==> src/hw/rtl/buck_rail_voltage_select_regs_assert.svh <==
// assertion macros for the rail voltage-select register bank
`ifndef BUCK_RAIL_VOLTAGE_SELECT_REGS_ASSERT_SVH
`define BUCK_RAIL_VOLTAGE_SELECT_REGS_ASSERT_SVH

// same-cycle implication, checked on every rising clock edge outside reset
`define BRVS_ASSERT_NOW(lbl, ante, cons) \
  lbl: assert property (@(posedge clk_i) disable iff (!rst_ni) (ante) |-> (cons)) \
    else $error("brvs check failed");

// next-cycle implication
`define BRVS_ASSERT_NEXT(lbl, ante, cons) \
  lbl: assert property (@(posedge clk_i) disable iff (!rst_ni) (ante) |=> (cons)) \
    else $error("brvs check failed");

`endif

==> src/hw/rtl/brvs_pkg.sv <==
package brvs_pkg;

  // bank geometry
  localparam int NUM_RAILS = 8;
  localparam int CODE_BITS = 7;

  // field widths
  localparam int KIND_W   = 2;
  localparam int RAIL_W   = 3;
  localparam int SEL_W    = 2;
  localparam int BYTE_W   = 8;
  localparam int UV_W     = 22;
  localparam int MIN_W    = 21;
  localparam int STEP_W   = 17;
  localparam int MASK_W   = 8;
  localparam int STAT_W   = 2;
  localparam int CFG_IDX_W = 2;
  localparam int CFG_W    = 21;

  // divider and multiplier sizing
  localparam int DIV_STEPS = UV_W;
  localparam int DIV_CNT_W = $clog2(DIV_STEPS + 1);
  localparam int PROD_W    = STEP_W + BYTE_W;
  localparam int BASE_W    = PROD_W + 1;
  localparam int DBL_W     = BASE_W + 1;

  // code and voltage constants
  localparam logic [BYTE_W-1:0] CODE_MASK  = BYTE_W'((1 << CODE_BITS) - 1);
  localparam logic [BYTE_W-1:0] CODE_FLOOR = 8'h06;
  localparam logic [BYTE_W-1:0] CODE_HIGH  = 8'h79;
  localparam logic [BYTE_W-1:0] CODE_TOP   = (8'h78 < CODE_MASK) ? 8'h78 : CODE_MASK;
  localparam logic [BYTE_W-1:0] CTL_PIN_CLR = 8'hBF;
  localparam logic [BYTE_W-1:0] FORCE_CODE_MASK = 8'h7F;
  localparam logic [UV_W-1:0]   UV_HIGH_CODE = 22'd1650000;
  localparam logic [UV_W-1:0]   VMAX_UV      = 22'd3300000;

  // config reset values
  localparam logic [MIN_W-1:0]  MIN_RST  = 21'd500000;
  localparam logic [STEP_W-1:0] STEP_RST = 17'd10000;
  localparam logic [MASK_W-1:0] MASK_RST = 8'd45;

  typedef enum logic [KIND_W-1:0] {
    KIND_READ  = 2'd0,
    KIND_WRITE = 2'd1,
    KIND_SET   = 2'd2,
    KIND_RSVD  = 2'd3
  } kind_e;

  typedef enum logic [SEL_W-1:0] {
    SEL_CTRL  = 2'd0,
    SEL_FORCE = 2'd1,
    SEL_VOLT  = 2'd2,
    SEL_RSVD  = 2'd3
  } sel_e;

  typedef enum logic [STAT_W-1:0] {
    ST_OK     = 2'd0,
    ST_OFF    = 2'd1,
    ST_PIN    = 2'd2,
    ST_NO_REG = 2'd3
  } status_e;

  typedef enum logic [CFG_IDX_W-1:0] {
    CFG_MIN  = 2'd0,
    CFG_STEP = 2'd1,
    CFG_MASK = 2'd2
  } cfg_idx_e;

  // controller to datapath
  typedef struct packed {
    logic load;
    logic div_step;
    logic apply;
    logic mul;
    logic finish;
  } brvs_cmd_t;

  // datapath to controller
  typedef struct packed {
    logic in_is_set;
    logic out_free;
  } brvs_sts_t;

endpackage

==> src/hw/rtl/brvs_ctrl.sv <==
module brvs_ctrl (
  input  logic                clk_i,
  input  logic                rst_ni,
  input  logic                in_valid_i,
  output logic                in_ready_o,
  input  brvs_pkg::brvs_sts_t sts_i,
  output brvs_pkg::brvs_cmd_t cmd_o
);
  import brvs_pkg::*;

  typedef enum logic [2:0] {
    S_IDLE,
    S_DIV,
    S_APPLY,
    S_MUL,
    S_DONE
  } state_e;

  state_e               state_q, state_d;
  logic [DIV_CNT_W-1:0] cnt_q, cnt_d;

  assign in_ready_o = (state_q == S_IDLE);

  // sequencing of one transaction
  always_comb begin
    cmd_o   = '0;
    state_d = state_q;
    cnt_d   = cnt_q;
    unique case (state_q)
      S_IDLE: begin
        if (in_valid_i) begin
          cmd_o.load = 1'b1;
          cnt_d      = '0;
          state_d    = sts_i.in_is_set ? S_DIV : S_APPLY;
        end
      end
      S_DIV: begin
        cmd_o.div_step = 1'b1;
        cnt_d          = cnt_q + 1'b1;
        if (cnt_q == DIV_CNT_W'(DIV_STEPS - 1)) begin
          state_d = S_APPLY;
        end
      end
      S_APPLY: begin
        cmd_o.apply = 1'b1;
        state_d     = S_MUL;
      end
      S_MUL: begin
        cmd_o.mul = 1'b1;
        state_d   = S_DONE;
      end
      S_DONE: begin
        if (sts_i.out_free) begin
          cmd_o.finish = 1'b1;
          state_d      = S_IDLE;
        end
      end
      default: begin
        state_d = S_IDLE;
      end
    endcase
  end

  // state and step counter
  always_ff @(posedge clk_i or negedge rst_ni) begin
    if (!rst_ni) begin
      state_q <= S_IDLE;
      cnt_q   <= '0;
    end else begin
      state_q <= state_d;
      cnt_q   <= cnt_d;
    end
  end

endmodule

==> src/hw/rtl/brvs_dp.sv <==
module brvs_dp (
  input  logic                              clk_i,
  input  logic                              rst_ni,
  input  logic                              cfg_we_i,
  input  logic [brvs_pkg::CFG_IDX_W-1:0]    cfg_index_i,
  input  logic [brvs_pkg::CFG_W-1:0]        cfg_wdata_i,
  input  logic [brvs_pkg::KIND_W-1:0]       kind_i,
  input  logic [brvs_pkg::RAIL_W-1:0]       rail_i,
  input  logic [brvs_pkg::SEL_W-1:0]        reg_select_i,
  input  logic [brvs_pkg::BYTE_W-1:0]       write_data_i,
  input  logic [brvs_pkg::UV_W-1:0]         target_uv_i,
  input  logic                              out_ready_i,
  input  brvs_pkg::brvs_cmd_t               cmd_i,
  output brvs_pkg::brvs_sts_t               sts_o,
  output logic                              out_valid_o,
  output logic [brvs_pkg::BYTE_W-1:0]       read_data_o,
  output logic [brvs_pkg::STAT_W-1:0]       status_o,
  output logic [brvs_pkg::BYTE_W-1:0]       effective_code_o,
  output logic [brvs_pkg::UV_W-1:0]         voltage_uv_o
);
  import brvs_pkg::*;

  // configuration
  logic [MIN_W-1:0]  min_q;
  logic [STEP_W-1:0] step_q;
  logic [MASK_W-1:0] mask_q;

  // register bank
  logic [BYTE_W-1:0] ctrl_q  [NUM_RAILS];
  logic [BYTE_W-1:0] force_q [NUM_RAILS];
  logic [BYTE_W-1:0] volt_q  [NUM_RAILS];

  // latched transaction
  logic [KIND_W-1:0] kind_q;
  logic [RAIL_W-1:0] rail_q;
  logic [SEL_W-1:0]  sel_q;
  logic [BYTE_W-1:0] wd_q;
  logic              below_q;

  // divider
  logic [UV_W-1:0]   dq_q;
  logic [STEP_W-1:0] rem_q;
  logic [STEP_W:0]   rem_sh;
  logic [STEP_W+1:0] diff;

  // access results
  logic              bad_q, oor_q;
  logic [BYTE_W-1:0] rd_q;
  logic [BYTE_W-1:0] eff_q;
  status_e           st_q;
  logic [PROD_W-1:0] prod_q;

  // output register
  logic              out_valid_q;
  logic [BYTE_W-1:0] out_rd_q, out_code_q;
  logic [STAT_W-1:0] out_st_q;
  logic [UV_W-1:0]   out_uv_q;

  // combinational views of the addressed rail
  logic [BYTE_W-1:0] ctl_cur, frc_cur, vlt_cur, reg_byte, src, eff, code_set, vcode, fv;
  logic              has_force, reg_ok, rail_ok, rail_on;
  status_e           rail_st;
  logic [BASE_W-1:0] base;
  logic [DBL_W-1:0]  dbl;

  assign sts_o.in_is_set = (kind_i == KIND_SET);
  assign sts_o.out_free  = !out_valid_q || out_ready_i;

  // rail decode and effective code
  always_comb begin
    ctl_cur   = ctrl_q[rail_q];
    frc_cur   = force_q[rail_q];
    vlt_cur   = volt_q[rail_q];
    has_force = mask_q[rail_q];
    rail_ok   = (5'(rail_q) < 5'(NUM_RAILS));
    rail_on   = (ctl_cur[5:4] != 2'b00);
    if (!rail_on) begin
      rail_st = ST_OFF;
    end else if (ctl_cur[6]) begin
      rail_st = ST_PIN;
    end else begin
      rail_st = ST_OK;
    end
    src = (has_force && !frc_cur[7]) ? frc_cur : vlt_cur;
    eff = (rail_st != ST_OK) ? '0 : ((src & CODE_MASK) | {vlt_cur[7], 7'b0});
    case (sel_q)
      SEL_CTRL: begin
        reg_ok   = 1'b1;
        reg_byte = ctl_cur;
      end
      SEL_FORCE: begin
        reg_ok   = has_force;
        reg_byte = frc_cur;
      end
      SEL_VOLT: begin
        reg_ok   = 1'b1;
        reg_byte = vlt_cur;
      end
      default: begin
        reg_ok   = 1'b0;
        reg_byte = '0;
      end
    endcase
  end

  // set code from the quotient, saturated to the legal window
  always_comb begin
    if (below_q) begin
      code_set = CODE_FLOOR;
    end else if (step_q == '0 || dq_q > UV_W'(CODE_TOP - CODE_FLOOR)) begin
      code_set = CODE_TOP;
    end else begin
      code_set = dq_q[BYTE_W-1:0] + CODE_FLOOR;
    end
  end

  // one restoring division step
  assign rem_sh = {rem_q, dq_q[UV_W-1]};
  assign diff   = {1'b0, rem_sh} - {2'b00, step_q};

  // configuration writes
  always_ff @(posedge clk_i or negedge rst_ni) begin
    if (!rst_ni) begin
      min_q  <= MIN_RST;
      step_q <= STEP_RST;
      mask_q <= MASK_RST;
    end else if (cfg_we_i) begin
      case (cfg_index_i)
        CFG_MIN:  min_q  <= cfg_wdata_i[MIN_W-1:0];
        CFG_STEP: step_q <= cfg_wdata_i[STEP_W-1:0];
        CFG_MASK: mask_q <= cfg_wdata_i[MASK_W-1:0];
        default: ;
      endcase
    end
  end

  // register bank updates
  always_ff @(posedge clk_i or negedge rst_ni) begin
    if (!rst_ni) begin
      for (int i = 0; i < NUM_RAILS; i++) begin
        ctrl_q[i]  <= '0;
        force_q[i] <= '0;
        volt_q[i]  <= '0;
      end
    end else if (cmd_i.apply && rail_ok) begin
      case (kind_q)
        KIND_WRITE: begin
          if (reg_ok) begin
            case (sel_q)
              SEL_CTRL:  ctrl_q[rail_q]  <= wd_q;
              SEL_FORCE: force_q[rail_q] <= wd_q;
              SEL_VOLT:  volt_q[rail_q]  <= wd_q;
              default: ;
            endcase
          end
        end
        KIND_SET: begin
          if (rail_on) begin
            ctrl_q[rail_q] <= ctl_cur & CTL_PIN_CLR;
            volt_q[rail_q] <= code_set;
            if (has_force) begin
              force_q[rail_q] <= code_set & FORCE_CODE_MASK;
            end
          end
        end
        default: ;
      endcase
    end
  end

  // input capture and divider
  always_ff @(posedge clk_i) begin
    if (cmd_i.load) begin
      kind_q  <= kind_i;
      rail_q  <= rail_i;
      sel_q   <= reg_select_i;
      wd_q    <= write_data_i;
      below_q <= (target_uv_i < UV_W'(min_q));
      dq_q    <= target_uv_i - UV_W'(min_q);
      rem_q   <= '0;
    end else if (cmd_i.div_step) begin
      if (!diff[STEP_W+1]) begin
        rem_q <= diff[STEP_W-1:0];
        dq_q  <= {dq_q[UV_W-2:0], 1'b1};
      end else begin
        rem_q <= rem_sh[STEP_W-1:0];
        dq_q  <= {dq_q[UV_W-2:0], 1'b0};
      end
    end
  end

  // access outcome, then code and step product
  always_ff @(posedge clk_i) begin
    if (cmd_i.apply) begin
      oor_q <= !rail_ok;
      bad_q <= (kind_q == KIND_RSVD) ||
               ((kind_q == KIND_READ || kind_q == KIND_WRITE) && !reg_ok);
      rd_q  <= (rail_ok && kind_q == KIND_READ && reg_ok) ? reg_byte : '0;
    end
    if (cmd_i.mul) begin
      eff_q  <= oor_q ? '0 : eff;
      st_q   <= (oor_q || bad_q) ? ST_NO_REG : rail_st;
      prod_q <= step_q * vcode;
    end
  end

  assign vcode = (eff & CODE_MASK) - CODE_FLOOR;

  // code to microvolts with range doubling and cap
  always_comb begin
    fv = eff_q & CODE_MASK;
    if (fv == '0) begin
      base = '0;
    end else if (fv <= CODE_FLOOR) begin
      base = BASE_W'(min_q);
    end else if (fv >= CODE_HIGH) begin
      base = BASE_W'(UV_HIGH_CODE);
    end else begin
      base = BASE_W'(min_q) + BASE_W'(prod_q);
    end
    dbl = eff_q[7] ? {base, 1'b0} : {1'b0, base};
  end

  // output register
  always_ff @(posedge clk_i or negedge rst_ni) begin
    if (!rst_ni) begin
      out_valid_q <= 1'b0;
    end else if (cmd_i.finish) begin
      out_valid_q <= 1'b1;
    end else if (out_ready_i) begin
      out_valid_q <= 1'b0;
    end
  end

  always_ff @(posedge clk_i) begin
    if (cmd_i.finish) begin
      out_rd_q   <= rd_q;
      out_st_q   <= st_q;
      out_code_q <= eff_q;
      out_uv_q   <= (dbl > DBL_W'(VMAX_UV)) ? VMAX_UV : dbl[UV_W-1:0];
    end
  end

  assign out_valid_o      = out_valid_q;
  assign read_data_o      = out_rd_q;
  assign status_o         = out_st_q;
  assign effective_code_o = out_code_q;
  assign voltage_uv_o     = out_uv_q;

endmodule

==> src/hw/rtl/buck_rail_voltage_select_regs.sv <==
// Voltage-select register bank of a multi-rail switching regulator.
// Input channel (in_valid_i/in_ready_o) carries one access: read or write of
// a rail's control, force or voltage byte, or a target voltage set.
// Output channel (out_valid_o/out_ready_i) returns one result per access:
// read byte, status, effective select code and output voltage.
// Config port: cfg_we_i writes min (index 0), step (1) or force mask (2);
// write it only while no transaction is in flight.
// Reads and writes step from acceptance through the apply, multiply and done
// states to out_valid_o; a set first runs the bit-serial quotient unit that
// divides the target offset by the step register, one quotient bit per cycle.
// One transaction is processed at a time, and a receiver stall holds the
// current one in the done state.
// Results sit in an output register; a new transaction is accepted while
// a result waits, and finishing holds off until that result is taken.
// Reset clears all rail bytes (every rail off) and loads default config.
module buck_rail_voltage_select_regs (
  input  logic                           clk_i,
  input  logic                           rst_ni,
  input  logic                           cfg_we_i,
  input  logic [brvs_pkg::CFG_IDX_W-1:0] cfg_index_i,
  input  logic [brvs_pkg::CFG_W-1:0]     cfg_wdata_i,
  input  logic                           in_valid_i,
  output logic                           in_ready_o,
  input  logic [brvs_pkg::KIND_W-1:0]    kind_i,
  input  logic [brvs_pkg::RAIL_W-1:0]    rail_i,
  input  logic [brvs_pkg::SEL_W-1:0]     reg_select_i,
  input  logic [brvs_pkg::BYTE_W-1:0]    write_data_i,
  input  logic [brvs_pkg::UV_W-1:0]      target_uv_i,
  output logic                           out_valid_o,
  input  logic                           out_ready_i,
  output logic [brvs_pkg::BYTE_W-1:0]    read_data_o,
  output logic [brvs_pkg::STAT_W-1:0]    status_o,
  output logic [brvs_pkg::BYTE_W-1:0]    effective_code_o,
  output logic [brvs_pkg::UV_W-1:0]      voltage_uv_o
);
  import brvs_pkg::*;

  `include "buck_rail_voltage_select_regs_assert.svh"

  brvs_cmd_t cmd;
  brvs_sts_t sts;
  logic      off_or_pin;

  // sequencer
  brvs_ctrl u_ctrl (
    .clk_i      (clk_i),
    .rst_ni     (rst_ni),
    .in_valid_i (in_valid_i),
    .in_ready_o (in_ready_o),
    .sts_i      (sts),
    .cmd_o      (cmd)
  );

  // register bank, divider and voltage arithmetic
  brvs_dp u_dp (
    .clk_i            (clk_i),
    .rst_ni           (rst_ni),
    .cfg_we_i         (cfg_we_i),
    .cfg_index_i      (cfg_index_i),
    .cfg_wdata_i      (cfg_wdata_i),
    .kind_i           (kind_i),
    .rail_i           (rail_i),
    .reg_select_i     (reg_select_i),
    .write_data_i     (write_data_i),
    .target_uv_i      (target_uv_i),
    .out_ready_i      (out_ready_i),
    .cmd_i            (cmd),
    .sts_o            (sts),
    .out_valid_o      (out_valid_o),
    .read_data_o      (read_data_o),
    .status_o         (status_o),
    .effective_code_o (effective_code_o),
    .voltage_uv_o     (voltage_uv_o)
  );

  // result reports a rail that is off or under pin control
  assign off_or_pin = out_valid_o && (status_o == ST_OFF || status_o == ST_PIN);

  // one transaction in flight at a time
  `BRVS_ASSERT_NEXT(a_single_txn, in_valid_i && in_ready_o, !in_ready_o)

  // an off or pin-controlled rail reports no code and no voltage
  `BRVS_ASSERT_NOW(a_off_zero, off_or_pin, effective_code_o == '0 && voltage_uv_o == '0)

  // reported voltage never exceeds the cap
  `BRVS_ASSERT_NOW(a_volt_cap, out_valid_o, voltage_uv_o <= VMAX_UV)

endmodule
==> config.mk <==
export PLATFORM = sky130hd
export DESIGN_NAME = buck_rail_voltage_select_regs
export DESIGN_NICKNAME = d
export VERILOG_FILES = /design/src/hw/rtl/brvs_pkg.sv /design/src/hw/rtl/brvs_ctrl.sv /design/src/hw/rtl/brvs_dp.sv /design/src/hw/rtl/buck_rail_voltage_select_regs.sv
export VERILOG_INCLUDE_DIRS = /design/src /design/src/hw/rtl
export SDC_FILE = /design/constraint.sdc
export NUM_CORES = 1
export LEC_CHECK = 0
export ABC_AREA = 0
export BUFFER_PORTS_ARGS = -buffer_cell sky130_fd_sc_hd__buf_2
export CELL_PAD_IN_SITES_DETAIL_PLACEMENT = 0
export CELL_PAD_IN_SITES_GLOBAL_PLACEMENT = 1
export CORE_MARGIN = 1.5
export CORE_UTILIZATION = 50
export DETAILED_ROUTE_END_ITERATION = 10
export GPL_TIMING_DRIVEN = 0
export PLACE_DENSITY_LB_ADDON = 0.05
export SLEW_MARGIN = 10
export SYNTH_ARGS = -nofsm -noshare
export SYNTH_HDL_FRONTEND = slang
export SYNTH_HIERARCHICAL = 1
export SYNTH_SLANG_ARGS = --single-unit
==> constraint.sdc <==
create_clock -name clk_i -period 11.56 [get_ports clk_i]
set_clock_uncertainty 0.2 [all_clocks]
set_input_delay 0.578 -clock clk_i [delete_from_list [all_inputs] [get_ports clk_i]]
set_output_delay 0.578 -clock clk_i [all_outputs]
set_load 0.1 [all_outputs]
==> results.sh, run 1 <==
export IMPL_end_kind="register"
export IMPL_routed_wl_mm=71.3
export IMPL_insertion_delay_ps=590
export IMPL_start_kind="register"
export IMPL_fin_crit_ps=10700
export IMPL_synth_ff_type="dfrtp_1"
export IMPL_clk_path_buf_depth=3
export IMPL_nFillCells=4126
export IMPL_synthDistinctLibCells=102
export IMPL_first_iter_violations=1411
export IMPL_area_delta_synth_final_pct=12.9
export IMPL_vias=18700
export IMPL_final_area_mm2=0.0273
export IMPL_placed_area_mm2=0.0256
export IMPL_grt_usage_pct=29.0
export IMPL_first_pass_iters=5
export IMPL_grt_max_degree=111
export IMPL_fmax_mhz=93.5
export IMPL_ant_nets=0
export IMPL_finalCritPeriodShare_pct=92.5
export IMPL_synthCells=2368
export IMPL_core_mm2=0.0477
export IMPL_path_max_fanout=10
export IMPL_start_util_pct=50.7
export IMPL_final_util_pct=57.3
export IMPL_antenna_cells=0
export IMPL_ys_seq_area_share_pct=42.2
export IMPL_cts_setup_buffers=0
export IMPL_clock_sinks=386
export IMPL_die_x_um=223
export IMPL_grt_pass1_wl_mm=110
export IMPL_synth_area_mm2=0.0242
export IMPL_gr_total_overflow=0
export IMPL_io_pins=107
export IMPL_worstSetupPathType="register to register"
export IMPL_worst_path_buf_inv=6
export IMPL_synth_edf_count=122
export IMPL_r2r_slack_ps=860
export IMPL_maxCapViolations=0
export IMPL_finalSetupTns_ps=0
export IMPL_wire_per_inst_um=22.3
export IMPL_grt_setup_unrepaired="false"
export IMPL_worstMarginPinSlew_ps=1470
export IMPL_numCtsBuffers=43
export IMPL_drc=0
export IMPL_syn_area_per_cell_um2=10.2
export IMPL_vias_per_cell=5.85
export IMPL_drive_above_1_share_pct=16.5
export IMPL_setup_violations=0
export IMPL_critPathSlowestCell="nor3b_1"
export IMPL_yosysWarnings=6
export IMPL_fin_nets=2810
export IMPL_cts_root_buf="clkbuf_16"
export IMPL_maxSlewViolCount=0
export IMPL_cts_tree="built"
export IMPL_async_reset_ff_share_pct=64.0
export IMPL_io_buffer_count=106
export IMPL_syn_nets=2634
export IMPL_clk_pin_slew_worst_paths_ps=70
export IMPL_hold_viol=0
export IMPL_synth_seq_cells=386
export IMPL_antenna_found_initial=0
export IMPL_crit_arrival_ps=10820
export IMPL_gp_congestion=0.964
export IMPL_dp_hpwl_mm=54.1
export IMPL_required_ps=11680
export IMPL_num_rows=80
export IMPL_htreeDepth=2
export IMPL_path_delay_family="adder cells"
export IMPL_dieArea_mm2=0.0497
export IMPL_status="complete, no violations"
export IMPL_cpPeakStageDelay_ps=1180
export IMPL_slew_headroom_pct=1.78
export IMPL_grt_pass1_vias=19000
export IMPL_die_y_um=223
export IMPL_hold_class="input port to register"
-- layout by cell type, fill, tap and decap left out, types with 12 or more instances in the layout --
cell	synthesis	layout
o21a_1	17	17
nand4_1	22	22
o21ai_0	87	87
mux2_2	146	146
xor2_1	17	17
dfxtp_1	17	17
a21oi_1	144	144
a21o_1	32	32
or3_1	12	12
nor3_1	38	38
dlygate4sd3_1	0	19
nor2_1	198	198
nand3_1	28	28
or4_1	12	12
and2_1	101	101
nor2b_1	17	17
clkbuf_1	86	93
a22oi_1	60	60
nand2b_1	18	18
xnor2_1	42	42
a211oi_1	28	28
nand2_1	160	160
mux2i_1	29	29
dfstp_2	16	16
dfrtp_1	231	231
inv_1	192	192
clkbuf_16	0	48
fa_1	93	93
o22ai_1	52	52
ha_1	108	108
buf_2	22	128
edfxtp_1	122	122
-- worst reg2reg max path, delay by kind of cell (launching register included) --
kind	cells	cell delay, ps
adders and majority gates	6	2640
AOI/OAI and AO/OA	8	2600
and+or+nand+nor	8	2470
buffers and inverters	6	1050
DFF	1	560
xor gates and xnor gates	2	460
muxes	1	430
-- worst paths after layout --
check                                      startpoint                             to  depth (start not counted)
setup / recovery             u_dp/rail_q[2]$_DFFE_PP_      u_dp/prod_q[24]$_DFFE_PP_                         31
hold / removal                         cfg_wdata_i[8]      u_dp/min_q[8]$_DFFE_PN1P_                          3
setup reg to reg             u_dp/rail_q[2]$_DFFE_PP_      u_dp/prod_q[24]$_DFFE_PP_                         31
hold reg to reg            u_dp/rd_q[0]$_SDFFCE_PN0P_  u_dp/read_data_o[0]$_DFFE_PP_                          0
max in group asynchronous                      rst_ni  u_ctrl/state_q[1]$_DFFE_PN0P_                          4
min in group asynchronous                      rst_ni    u_dp/ctrl_q[32]$_DFFE_PN0P_                          2
-- metal layers --
metal / track usage [%] / share of wire (%)
met5: 0 / 0
met4: 13.3 / 4.4
met3: 3.57 / 4.7
met2: 49.2 / 49
met1: 37.1 / 42
-- cell families after synthesis --
logic type	count (synthesis)	synth area share, %
simple gates	695	14.6
compound gates	535	14.5
flops	386	42.2
buf+inv	313	5.11
fa+ha+maj	201	13.3
mux	176	8.04
xor+xnor	62	2.34
-- layout make-up --
| cell class | count | area [µm²] | share of cell area (%) |
|---|---|---|---|
| clock inverters | 14 | 165 | 0.604 |
| repair buffers | 131 | 838 | 3.07 |
| flip-flops and latches | 386 | 10200 | 37.3 |
| inverters | 194 | 733 | 2.68 |
| multi-input cells | 1669 | 12800 | 46.7 |
| clock buffers | 64 | 1340 | 4.91 |
| plain buffers | 119 | 504 | 1.84 |
| well taps | 615 | 769 | 2.81 |
-- cell usage after synthesis, types with 16 or more instances --
master    instances  area share, %
inv_1           192            3.0
clkbuf_1         86            1.3
xor2_1           17           0.62
nor2b_1          17           0.44
mux2i_1          29            1.2
a211oi_1         28           0.87
nand2_1         160            2.5
xnor2_1          42            1.5
mux2_2          146            6.8
dfstp_2          16            1.7
buf_2            22           0.45
and2_1          101            2.6
nand2b_1         18           0.47
ha_1            108            5.6
a21oi_1         144            3.0
nand3_1          28           0.58
dfxtp_1          17            1.4
o22ai_1          52            1.3
o21ai_0          87            1.8
nand4_1          22           0.57
edfxtp_1        122             15
nor2_1          198            3.1
fa_1             93            7.7
a22oi_1          60            1.9
a21o_1           32           0.99
dfrtp_1         231             24
o21a_1           17           0.53
nor3_1           38           0.79
-- sequential cells by signal, summed over array words and instances (netlist names), 17 cells and up --
register and flops:
u_dp/ctrl_q 64, u_dp/prod_q 25, u_dp/voltage_uv_o 22, u_dp/dq_q 22
u_dp/rem_q 17, u_dp/volt_q 64, u_dp/min_q 21, u_dp/force_q 64
u_dp/step_q 17
-- per-stage QoR --
step                hold WS [ps]  cells  worst slack [ps]
floorplan                   82.4   2368              3460
global placement             206   3089              1310
detailed placement           206   3094              1190
CTS                         10.1   3191              1140
global route                36.1   3192               463
finish                      52.5   3192               864
-- timing repair --
action / in CTS / in global routing
hold buffers: 19 / 0
resized for setup: 0 / 0
endpoints found under the hold margin: 48 / 0
setup endpoints to repair: 0 / 0
Power of run 1 is not shown: default switching activity piles up to over one toggle a cycle in this logic, so the estimate is an artifact.
==> inputs of run 2 (changes only) <==
Settings changed: CORE_UTILIZATION 50 to 27.
==> run 2 against run 1 <==
Against the previous run:
- the flow now finishes with violations (DRC)
- sequential share of layout area decreased by 0.98 points
- final area increased by 2.7%
- non-clock buffer count unchanged
- worst setup slack improved by 190 ps
- global-route usage down 10 points
- hold slack got worse by 23 ps
- clock-buffer cell count grew 1
- sequential cell count unchanged
==> results.sh, run 2 (synthesis gave the netlist of run 1 again) <==
export IMPL_fin_nets=2815
export IMPL_hold_class="input port to register"
export IMPL_drc=10
export IMPL_area_delta_synth_final_pct=16.0
export IMPL_rr_endpoint="u_dp/prod_q[24]$_DFFE_PP_"
export IMPL_cts_root_buf="clkbuf_16"
export IMPL_insertion_delay_ps=620
export IMPL_routed_wl_mm=85.7
export IMPL_num_rows=109
export IMPL_finalSetupTns_ps=0
export IMPL_clk_path_buf_depth=3
export IMPL_slew_headroom_pct=17.8
export IMPL_worstMarginPinSlew_ps=1230
export IMPL_end_kind="register"
export IMPL_clock_sinks=386
export IMPL_ant_nets=0
export IMPL_start_util_pct=27.3
export IMPL_htreeDepth=2
export IMPL_required_ps=11670
export IMPL_setup_violations=0
export IMPL_gp_congestion=0.828
export IMPL_grt_pass1_wl_mm=126
export IMPL_whs_endpoint="u_dp/min_q[20]$_DFFE_PN0P_"
export IMPL_worstSetupPathType="register to register"
export IMPL_clk_pin_slew_worst_paths_ps=60
export IMPL_fin_crit_ps=10510
export IMPL_r2r_slack_ps=1050
export IMPL_vias_per_cell=4.95
export IMPL_cpPeakStageDelay_ps=670
export IMPL_cts_setup_buffers=0
export IMPL_die_y_um=302
export IMPL_maxSlewViolCount=0
export IMPL_hold_viol=0
export IMPL_reg2reg_from="u_dp/rail_q[1]$_DFFE_PP_"
export IMPL_antenna_found_initial=2
export IMPL_core_mm2=0.0886
export IMPL_reg2reg_depth=32
export IMPL_antenna_cells=0
export IMPL_first_iter_violations=1113
export IMPL_critPathSlowestCell="or4_1"
export IMPL_io_buffer_count=106
export IMPL_wire_per_inst_um=22.8
export IMPL_maxCapViolations=0
export IMPL_first_pass_iters=9
export IMPL_final_cell_mix="231 x dfrtp_1, 198 x nor2_1, 192 x inv_1"
export IMPL_violations="DRC"
export IMPL_hold_buffers=19
export IMPL_final_common_cell="dfrtp_1"
export IMPL_cts_resized_gates=0
export IMPL_min_path_cells=3
export IMPL_crit_arrival_ps=10620
export IMPL_gr_total_overflow=0
export IMPL_path_delay_family="adder cells"
export IMPL_grt_usage_pct=18.7
export IMPL_dieArea_mm2=0.0915
export IMPL_status="complete, but fails checks"
export IMPL_fmax_mhz=95.2
export IMPL_numCtsBuffers=48
export IMPL_dp_hpwl_mm=65.4
export IMPL_grt_setup_unrepaired="false"
export IMPL_start_kind="register"
export IMPL_io_pins=107
export IMPL_nFillCells=9236
export IMPL_largestRegisters="u_dp/ctrl_q (64), u_dp/force_q (64), u_dp/volt_q (64)"
export IMPL_hold_path_startpoint="cfg_wdata_i[20]"
export IMPL_path_max_fanout=10
export IMPL_die_x_um=302
export IMPL_grt_pass1_vias=19000
export IMPL_vias=18600
export IMPL_finalCritPeriodShare_pct=90.9
export IMPL_drive_above_1_share_pct=16.5
export IMPL_cts_tree="built"
export IMPL_worst_path_buf_inv=8
export IMPL_grt_max_degree=95
==> run 2: cell type report <==
cell class	count	area [µm²]	area share (%)
multi-input cells	1669	12800	45.5
flip-flops and latches	386	10200	36.3
well taps	1165	1460	5.19
clock buffers	65	1330	4.72
repair buffers	131	846	3.01
inverters	194	733	2.61
plain buffers	119	504	1.80
clock inverters	25	226	0.807
==> run 2: worst max path at each step <==
stage,from,end,slack [ps],cells after the start
final,u_dp/rail_q[1]$_DFFE_PP_,u_dp/prod_q[24]$_DFFE_PP_,1050,32
after global routing,u_dp/rail_q[2]$_DFFE_PP_,u_dp/prod_q[24]$_DFFE_PP_,300,32
after CTS,u_dp/rail_q[2]$_DFFE_PP_,u_dp/prod_q[24]$_DFFE_PP_,690,30
after detailed placement,u_dp/rail_q[2]$_DFFE_PP_,u_dp/prod_q[24]$_DFFE_PP_,840,30
after global placement,u_dp/rail_q[2]$_DFFE_PP_,u_dp/prod_q[24]$_DFFE_PP_,910,30
after floorplan,u_dp/rail_q[2]$_DFFE_PP_,u_dp/prod_q[24]$_DFFE_PP_,3460,28
==> run 2: stage by stage <==
step | instance area [µm²] | hold slack (ps) | util, % | instances | setup WS, ps
floorplan | 24200 | 82.4 | - | 2368 | 3460
global placement | 26200 | 204 | 29.6 | 3639 | 913
detailed placement | 26300 | 208 | 29.7 | 3644 | 842
CTS | 28100 | 9.10 | 31.7 | 3753 | 693
global route | 28100 | 22.5 | 31.7 | 3754 | 297
finish | 28100 | 29.9 | 31.7 | 3754 | 1050
==> run 2: metal layers <==
| metal | global-route usage (%) | vias up | part of all wire [%] |
|---|---|---|---|
| met5 | 0 | - | 0.026 |
| li1 | - | 8743 | - |
| met2 | 32.0 | 356 | 49 |
| met3 | 2.47 | 136 | 3.7 |
| met1 | 24.2 | 9355 | 44 |
| met4 | 6.94 | 4 | 3.8 |
==> run 2: worst min-delay path, delay by kind of cell <==
kind	cells	cell delay (ps)
AOI/OAI and AO/OA	1	60
buffers and inverters	1	100
and+or+nand+nor	1	40
Power of run 2 is left out for the same reason.
